`src/hdl/dpt_pkg.sv`:
```
`timescale 1ns / 1ps
`default_nettype none
// ----------------------------------------------------------------------------
// dpt_pkg: shared types and constants of the distance presence trigger
// Field widths, register indexes, reset values and stream packing layout.
// ----------------------------------------------------------------------------
package dpt_pkg;

  localparam int unsigned TimeW   = 32;
  localparam int unsigned DistW   = 13;
  localparam int unsigned ThrW    = 12;
  localparam int unsigned IdW     = 8;
  localparam int unsigned MissW   = 16;
  localparam int unsigned CfgAddrW = 3;
  localparam int unsigned CfgDataW = 32;

  // Stream packing widths (tdata widths rounded up to whole bytes).
  localparam int unsigned InDataW  = 48;
  localparam int unsigned OutDataW = 104;
  localparam int unsigned OutUserW = 2;

  // Configuration register indexes.
  typedef enum logic [CfgAddrW-1:0] {
    REG_NEAR_THRESHOLD  = 3'd0,
    REG_FAR_THRESHOLD   = 3'd1,
    REG_SAMPLE_PERIOD   = 3'd2,
    REG_COOLDOWN        = 3'd3,
    REG_SENSOR_ID       = 3'd4,
    REG_OFFLINE_SILENCE = 3'd5,
    REG_OFFLINE_MISSES  = 3'd6
  } cfg_reg_t;

  // Register reset values.
  localparam logic [ThrW-1:0]  NearReset     = 12'd30;
  localparam logic [ThrW-1:0]  FarReset      = 12'd50;
  localparam logic [TimeW-1:0] PeriodReset   = 32'd100;
  localparam logic [TimeW-1:0] CooldownReset = 32'd2000;

  // Missed-echo counter saturation point and the "no reading yet" pattern.
  localparam logic [MissW-1:0] MissMax     = 16'hFFFF;
  localparam logic [DistW-1:0] NoReading   = 13'h1FFF;

  // Result item, before packing onto the stream.
  typedef struct packed {
    logic              offline;
    logic [TimeW-1:0]  last_valid_time_ms;
    logic [MissW-1:0]  miss_count;
    logic [DistW-1:0]  last_distance_cm;
    logic [IdW-1:0]    event_sensor_id;
    logic [TimeW-1:0]  event_time_ms;
  } result_data_t;

  typedef struct packed {
    logic fired;
    logic sampled;
  } result_user_t;

endpackage : dpt_pkg
`default_nettype wire

```
`src/hdl/distance_presence_trigger_top.sv`:
```
`timescale 1ns / 1ps
`default_nettype none
// ----------------------------------------------------------------------------
// distance_presence_trigger_top: presence detector with hysteresis and hold-off
// Consumes timestamped distance readings and reports presence events.
// ----------------------------------------------------------------------------
// Usage:
// The input stream carries one transfer per reading: the current millisecond
// time and a signed distance, negative meaning no echo. Each input transfer
// produces exactly one result transfer with the sample and fire flags in
// out_tuser and the event, reading and health status in out_tdata.
// The configuration port writes one register per cycle with cfg_we high; the
// user must write it only while no transfer is in flight, as the block
// itself does not enforce this. An input transfer lands in the input register
// at its accepting edge; the result register loads from it once it is free,
// and out_tvalid then rises. Throughput is one transfer per cycle while
// out_tready stays high; the only loop is the state update, which closes
// through the compare and add logic between the input register and the
// result register.
// When the receiver holds out_tready low, the result register keeps its
// transfer, the input register fills, and in_tready then drops; no transfer
// is lost or repeated. After the synchronous reset (rst_n low) both stages are
// empty, the registers hold their documented defaults and the first reading
// is sampled at once.
// ----------------------------------------------------------------------------
module distance_presence_trigger_top (
  input  wire logic                          clk,
  input  wire logic                          rst_n,
  // Input stream. tdata, lowest bit up: now_ms[31:0], distance_cm[12:0].
  input  wire logic                          in_tvalid,
  output      logic                          in_tready,
  input  wire logic [dpt_pkg::InDataW-1:0]   in_tdata,
  // Result stream. tdata, lowest bit up: event_time_ms[31:0],
  // event_sensor_id[7:0], last_distance_cm[12:0], miss_count[15:0],
  // last_valid_time_ms[31:0], offline. tuser, lowest bit up: sampled, fired.
  output      logic                          out_tvalid,
  input  wire logic                          out_tready,
  output      logic [dpt_pkg::OutDataW-1:0]  out_tdata,
  output      logic [dpt_pkg::OutUserW-1:0]  out_tuser,
  // Configuration write port.
  input  wire logic                          cfg_we,
  input  wire logic [dpt_pkg::CfgAddrW-1:0]  cfg_addr,
  input  wire logic [dpt_pkg::CfgDataW-1:0]  cfg_wdata
);
  import dpt_pkg::*;

  // Configuration registers.
  logic [ThrW-1:0]  near_r;
  logic [ThrW-1:0]  far_r;
  logic [TimeW-1:0] period_r;
  logic [TimeW-1:0] cooldown_r;
  logic [IdW-1:0]   sensor_id_r;
  logic [TimeW-1:0] silence_r;
  logic [MissW-1:0] miss_limit_r;

  // Input register stage.
  logic             s1_valid_r;
  logic [TimeW-1:0] s1_now_r;
  logic [DistW-1:0] s1_dist_r;

  // Detector state.
  logic [TimeW-1:0] next_sample_r, next_sample_nxt;
  logic [TimeW-1:0] last_fire_r, last_fire_nxt;
  logic [DistW-1:0] last_reading_r, last_reading_nxt;
  logic             present_r, present_nxt;
  logic [MissW-1:0] miss_r, miss_nxt;
  logic [TimeW-1:0] last_valid_r, last_valid_nxt;

  // Result register stage.
  logic             out_valid_r;
  result_data_t     out_data_r, out_data_nxt;
  result_user_t     out_user_r, out_user_nxt;

  logic             out_free;
  logic             s1_adv;
  logic [TimeW-1:0] due_diff;
  logic [TimeW-1:0] elapsed;
  logic [TimeW-1:0] silence_diff;
  logic             due;
  logic             fired;
  logic             miss_off;
  logic             silence_off;

  // The result register is free when empty or being taken this cycle.
  assign out_free  = !out_valid_r || out_tready;
  assign s1_adv    = s1_valid_r && out_free;
  assign in_tready = !s1_valid_r || out_free;

  // Wrapping signed time difference: due when its sign bit is clear or next_sample_r is zero.
  assign due_diff = s1_now_r - next_sample_r;
  assign due      = (next_sample_r == '0) || !due_diff[TimeW-1];
  assign elapsed  = s1_now_r - last_fire_r;

  always_comb begin
    next_sample_nxt  = next_sample_r;
    last_fire_nxt    = last_fire_r;
    last_reading_nxt = last_reading_r;
    present_nxt      = present_r;
    miss_nxt         = miss_r;
    last_valid_nxt   = last_valid_r;
    fired            = 1'b0;
    if (due) begin
      next_sample_nxt  = s1_now_r + period_r;
      last_reading_nxt = s1_dist_r;
      if (s1_dist_r[DistW-1]) begin
        // No echo: count it, holding at the saturation point.
        if (miss_r != MissMax) begin
          miss_nxt = miss_r + 1'b1;
        end
      end else begin
        miss_nxt       = '0;
        last_valid_nxt = s1_now_r;
        if (!present_r) begin
          if (s1_dist_r[ThrW-1:0] <= near_r) begin
            present_nxt = 1'b1;
            if (elapsed >= cooldown_r) begin
              last_fire_nxt = s1_now_r;
              fired         = 1'b1;
            end
          end
        end else if (s1_dist_r[ThrW-1:0] >= far_r) begin
          present_nxt = 1'b0;
        end
      end
    end
  end

  // Offline status is judged on the state after this item.
  assign silence_diff = s1_now_r - last_valid_nxt - silence_r;
  assign silence_off  = (silence_r != '0) && !silence_diff[TimeW-1];
  assign miss_off     = (miss_limit_r != '0) && (miss_nxt >= miss_limit_r);

  always_comb begin
    out_data_nxt.event_time_ms      = fired ? s1_now_r : '0;
    out_data_nxt.event_sensor_id    = fired ? sensor_id_r : '0;
    out_data_nxt.last_distance_cm   = last_reading_nxt;
    out_data_nxt.miss_count         = miss_nxt;
    out_data_nxt.last_valid_time_ms = last_valid_nxt;
    out_data_nxt.offline            = miss_off || silence_off;
    out_user_nxt.sampled            = due;
    out_user_nxt.fired              = fired;
  end

  // Configuration registers.
  always_ff @(posedge clk) begin
    if (!rst_n) begin
      near_r       <= NearReset;
      far_r        <= FarReset;
      period_r     <= PeriodReset;
      cooldown_r   <= CooldownReset;
      sensor_id_r  <= '0;
      silence_r    <= '0;
      miss_limit_r <= '0;
    end else if (cfg_we) begin
      unique case (cfg_addr)
        REG_NEAR_THRESHOLD:  near_r       <= cfg_wdata[ThrW-1:0];
        REG_FAR_THRESHOLD:   far_r        <= cfg_wdata[ThrW-1:0];
        REG_SAMPLE_PERIOD:   period_r     <= cfg_wdata[TimeW-1:0];
        REG_COOLDOWN:        cooldown_r   <= cfg_wdata[TimeW-1:0];
        REG_SENSOR_ID:       sensor_id_r  <= cfg_wdata[IdW-1:0];
        REG_OFFLINE_SILENCE: silence_r    <= cfg_wdata[TimeW-1:0];
        REG_OFFLINE_MISSES:  miss_limit_r <= cfg_wdata[MissW-1:0];
        default: ;
      endcase
    end
  end

  // Input register: loads whenever it can pass its current transfer on.
  always_ff @(posedge clk) begin
    if (!rst_n) begin
      s1_valid_r <= 1'b0;
    end else if (in_tready) begin
      s1_valid_r <= in_tvalid;
    end
  end

  always_ff @(posedge clk) begin
    if (in_tready && in_tvalid) begin
      s1_now_r  <= in_tdata[TimeW-1:0];
      s1_dist_r <= in_tdata[TimeW+DistW-1:TimeW];
    end
  end

  // Detector state and result register advance together.
  always_ff @(posedge clk) begin
    if (!rst_n) begin
      next_sample_r  <= '0;
      last_fire_r    <= '0;
      last_reading_r <= NoReading;
      present_r      <= 1'b0;
      miss_r         <= '0;
      last_valid_r   <= '0;
      out_valid_r    <= 1'b0;
    end else begin
      if (s1_adv) begin
        next_sample_r  <= next_sample_nxt;
        last_fire_r    <= last_fire_nxt;
        last_reading_r <= last_reading_nxt;
        present_r      <= present_nxt;
        miss_r         <= miss_nxt;
        last_valid_r   <= last_valid_nxt;
      end
      if (out_free) begin
        out_valid_r <= s1_valid_r;
      end
    end
  end

  always_ff @(posedge clk) begin
    if (s1_adv) begin
      out_data_r <= out_data_nxt;
      out_user_r <= out_user_nxt;
    end
  end

  assign out_tvalid = out_valid_r;
  assign out_tdata  = {{(OutDataW - $bits(result_data_t)){1'b0}}, out_data_r};
  assign out_tuser  = out_user_r;

`ifndef SYNTHESIS
  // A fired event always comes from a consumed valid reading.
  a_fire_is_valid_sample: assert property (@(posedge clk) disable iff (!rst_n)
    out_valid_r && out_user_r.fired |->
      out_user_r.sampled && (out_data_r.miss_count == '0) &&
      (out_data_r.last_valid_time_ms == out_data_r.event_time_ms))
    else $error("fired result without a matching valid sample");

  // The missed-echo count only clears or steps up by one.
  a_miss_steps: assert property (@(posedge clk) disable iff (!rst_n)
    $past(rst_n) && (miss_r != $past(miss_r)) |->
      (miss_r == '0) || (miss_r == $past(miss_r) + 1'b1))
    else $error("missed-echo count jumped");

  // A stalled input register keeps its transfer.
  a_s1_holds: assert property (@(posedge clk) disable iff (!rst_n)
    s1_valid_r && !out_free |=> s1_valid_r && $stable(s1_now_r) && $stable(s1_dist_r))
    else $error("input register lost a stalled transfer");

  // State moves only when a transfer passes into the result register.
  a_state_quiet: assert property (@(posedge clk) disable iff (!rst_n)
    $past(rst_n) && !$past(s1_adv) |->
      $stable(next_sample_r) && $stable(present_r) && $stable(last_fire_r))
    else $error("detector state changed without a transfer");
`endif

endmodule : distance_presence_trigger_top
`default_nettype wire
```
`config.mk`:
```
export PLATFORM = sky130hd
export DESIGN_NAME = distance_presence_trigger_top
export DESIGN_NICKNAME = d
export VERILOG_FILES = /design/src/hdl/dpt_pkg.sv /design/src/hdl/distance_presence_trigger_top.sv
export SDC_FILE = /design/constraint.sdc
export NUM_CORES = 1
export LEC_CHECK = 0
export BUFFER_PORTS_ARGS = -buffer_cell sky130_fd_sc_hd__buf_2
export CAP_MARGIN = 30
export CORE_MARGIN = 1
export CORE_UTILIZATION = 55
export CTS_CLUSTER_DIAMETER = 200
export DETAILED_ROUTE_END_ITERATION = 10
export PLACE_DENSITY = 0.74
export SETUP_SLACK_MARGIN = 0.4
export SLEW_MARGIN = 10
export SYNTH_ARGS = -nofsm -noshare
export SYNTH_HDL_FRONTEND = slang
export SYNTH_SLANG_ARGS = --single-unit
```
`constraint.sdc`:
```
create_clock -name clk -period 5.7 [get_ports clk]
set_clock_uncertainty 0.05 [all_clocks]
set_input_delay 0.285 -clock clk [delete_from_list [all_inputs] [get_ports clk]]
set_output_delay 0.285 -clock clk [all_outputs]
set_load 0.05 [all_outputs]
```
==> results.sh <==
export IMPL_status="finished, final reports clean"
export IMPL_yosysMostFrequentCell="nand2_1"
export IMPL_grt_overflow=0
export IMPL_crit_required_ns=5.99
export IMPL_fp_dieH_um=205
export IMPL_drt_iter0_drc=1639
export IMPL_setup_violations=0
export IMPL_rsz0062_at_grt="true"
export IMPL_area_delta_synth_final_pct=22.3
export IMPL_critPathMaxFanout=5
export IMPL_dr_pass1_iters=6
export IMPL_cts_tree="yes"
export IMPL_netlist_area_mm2=0.0227
export IMPL_worstPathArrival_ns=5.68
export IMPL_layout_nets=3160
export IMPL_gr_usage_all_layers=0.309
export IMPL_grt_max_degree=98
export IMPL_dpl_hpwl_um=46200
export IMPL_drive_above_1_share=0.182
export IMPL_ys_seq_area_frac=0.437
export IMPL_dp_cells=3227
export IMPL_die_w_um=205
export IMPL_fmax_mhz=185
export IMPL_grt_pass1_wl_um=100000
export IMPL_fin_crit_sh=0.946
export IMPL_synth_area_top_cells="dfxtp_1, edfxtp_1, ha_1"
export IMPL_grt_pass1_vias=18400
export IMPL_detail_route_antenna_nets=0
export IMPL_gp_congestion=0.939
export IMPL_finalMaxSlewViolations=0
export IMPL_cts_made_buffers=47
export IMPL_finalCriticalPeriod_ns=5.39
export IMPL_ys_warn_count=0
export IMPL_hold_class="input pin to register"
export IMPL_fin_cells=3415
export IMPL_netlist_top_cells_count="nand2_1, dfxtp_1, a21oi_1, inv_1, ha_1"
export IMPL_avgSynthCellArea_um2=9.11
export IMPL_cts_root_buf="clkbuf_16"
export IMPL_register_area_mm2=0.00992
export IMPL_nFillCells=3172
export IMPL_ys_types=74
export IMPL_critPathKind="register to register"
export IMPL_setup_ws_ns=0.306
export IMPL_met3_usage=0.0391
export IMPL_preCtsSetupSlack_ns=-0.0829
export IMPL_netlist_instances=2495
export IMPL_synth_top_area_frac=0.240
export IMPL_synthArstFlopShare=0
export IMPL_synth_ff_latch_count=421
export IMPL_crit_top_cell="buf_4"
export IMPL_htreeDepth=2
export IMPL_cp_slowest_stage_delay_ns=0.50
export IMPL_ios=196
export IMPL_cts_sinks=421
export IMPL_start_util=0.558
export IMPL_p_leak_nw=11.4
export IMPL_viasPerCell=5.71
export IMPL_vdd_ir_drop_max_v=0.000253
export IMPL_maxCapViolCount=0
export IMPL_antennaDiodeCount=0
export IMPL_drcViolationCount=0
export IMPL_worstMarginPinSlew_ns=0.936
export IMPL_cp_slowest_cell="fa_1"
export IMPL_endpoint_kind="register"
export IMPL_gr_usage_met1=0.432
export IMPL_hold_viol=0
export IMPL_grt_busiest_layer="met2"
export IMPL_cts_max_path_buffers=3
export IMPL_die_area_mm2=0.0421
export IMPL_p_per_area_mw_per_mm2=298
export IMPL_yosys_most_used_dff="dfxtp_1"
export IMPL_wl_um=66200
export IMPL_io_buffers=190
export IMPL_detailroute_via_count=19500
export IMPL_synth_edff_count=149
export IMPL_hold_ws_ns=0.0247
export IMPL_coreArea_mm2=0.0407
export IMPL_clkTransAtPathRegs_ns=0.07
export IMPL_gr_usage_met2=0.490
export IMPL_clk_latency_ns=0.60
export IMPL_wl_per_cell_um=19.4
export IMPL_synth_area_leader_cell="dfxtp_1"
export IMPL_multi_input_area_mm2=0.0119
export IMPL_crit_path_start_kind="register"
export IMPL_num_rows=74
export IMPL_slew_limit_headroom=0.371
export IMPL_antenna_found_initial=0
cells by family after synthesis:
group / Yosys count / synth area share
other cells: 1 / 0.000165
compound gates: 513 / 0.138
buf+inv: 333 / 0.0576
xor+xnor: 72 / 0.0278
fa+ha+maj: 228 / 0.136
simple gates: 840 / 0.164
mux: 87 / 0.0399
flops: 421 / 0.437
worst max-delay path: cells and delay by family, from the launching register on:
kind	cells	cell delay, ns
AO/OA/AOI/OAI	6	0.97
XOR/XNOR	2	0.31
adder cells (fa/ha/maj)	3	1.02
buffers and inverters	7	0.98
flip-flops	1	0.43
multiplexers	1	0.37
AND/OR/NAND/NOR	6	0.99
power breakdown:
part / internal, mW / switching, mW / total [mW]
clock network: 1.80 / 1.31 / 3.11
registers: 3.27 / 0.0780 / 3.35
logic: 0.737 / 1.09 / 1.83
total: 5.81 / 2.48 / 8.29
path summary, 6_finish.rpt:
path / from / cells after the start / endpoint / slack, ns
setup / recovery: s1_now_r[25] / 25 / out_tdata[101] / 0.31
hold / removal: cfg_wdata[3] / 3 / cooldown_r[3] / 0.02
setup reg to reg: s1_now_r[25] / 25 / out_tdata[101] / 0.31
hold reg to reg: far_r[2] / 2 / far_r[2] / 0.40
stage by stage:
stage          instance area [um^2]  total power, mW   util  TNS (ns)
2_1_floorplan                 22700             4.49      -         0
5_1_grt                       27800             8.59  0.682         0
3_5_place_dp                  24800             5.04  0.610   -0.0829
3_3_place_gp                  24800             4.99  0.608         0
6_report                      27800             8.29  0.682         0
4_1_cts                       27300             8.20  0.670         0
registers in the layout, indices dropped and copies added, names as in the netlist:
name	cells
cooldown_r	32
far_r	12
last_fire_r	32
last_reading_r	13
last_valid_r	32
miss_limit_r	16
miss_r	16
near_r	12
next_sample_r	32
out_tdata	102
out_tuser	2
out_tvalid	1
period_r	32
present_r	1
s1_dist_r	13
s1_now_r	32
s1_valid_r	1
sensor_id_r	8
silence_r	32
layout make-up:
class,instances,share of cell area
Clock buffer,58,0.0464
Clock inverter,30,0.0104
Inverter,229,0.0313
Multi-Input combinational cell,1742,0.427
Sequential cell,421,0.357
Tap cell,532,0.0240
Timing Repair Buffer,403,0.103
routing by layer:
layer | wire (um) | vias to the layer above | share of wire
met5 | 0 | - | 0
met4 | 1820 | 0 | 0.027
met3 | 5030 | 122 | 0.076
met2 | 30200 | 797 | 0.46
met1 | 29100 | 9299 | 0.44
li1 | - | 9293 | -
placed cells by master, fill, tap and decap left out, types with 21 or more instances in the layout:
master and n:
nor2_1 165, dfxtp_1 270, a211oi_1 27, nand4_1 24, buf_4 130, ha_1 187, edfxtp_1 149, mux2i_1 54
nor3_1 42, a21oi_1 231, xnor2_1 34, clkbuf_16 50, o21ai_0 62, o211ai_1 21, nor4_1 23, dlygate4sd3_1 70
mux2_2 25, buf_2 189, a21o_1 54, and2_1 28, xor2_1 38, nand2_1 418, fa_1 30, inv_1 224
nand3_1 42
what timing repair did:
item                                    CTS  global route
pin swaps                                16            42
gates cloned                              0             2
gates resized for setup                  35            56
hold buffers                             70             0
hold endpoints to repair                118             0
endpoints found under the setup margin   72            74
setup buffers                             5            21
Note: power is estimated with default switching activity, not from simulation.
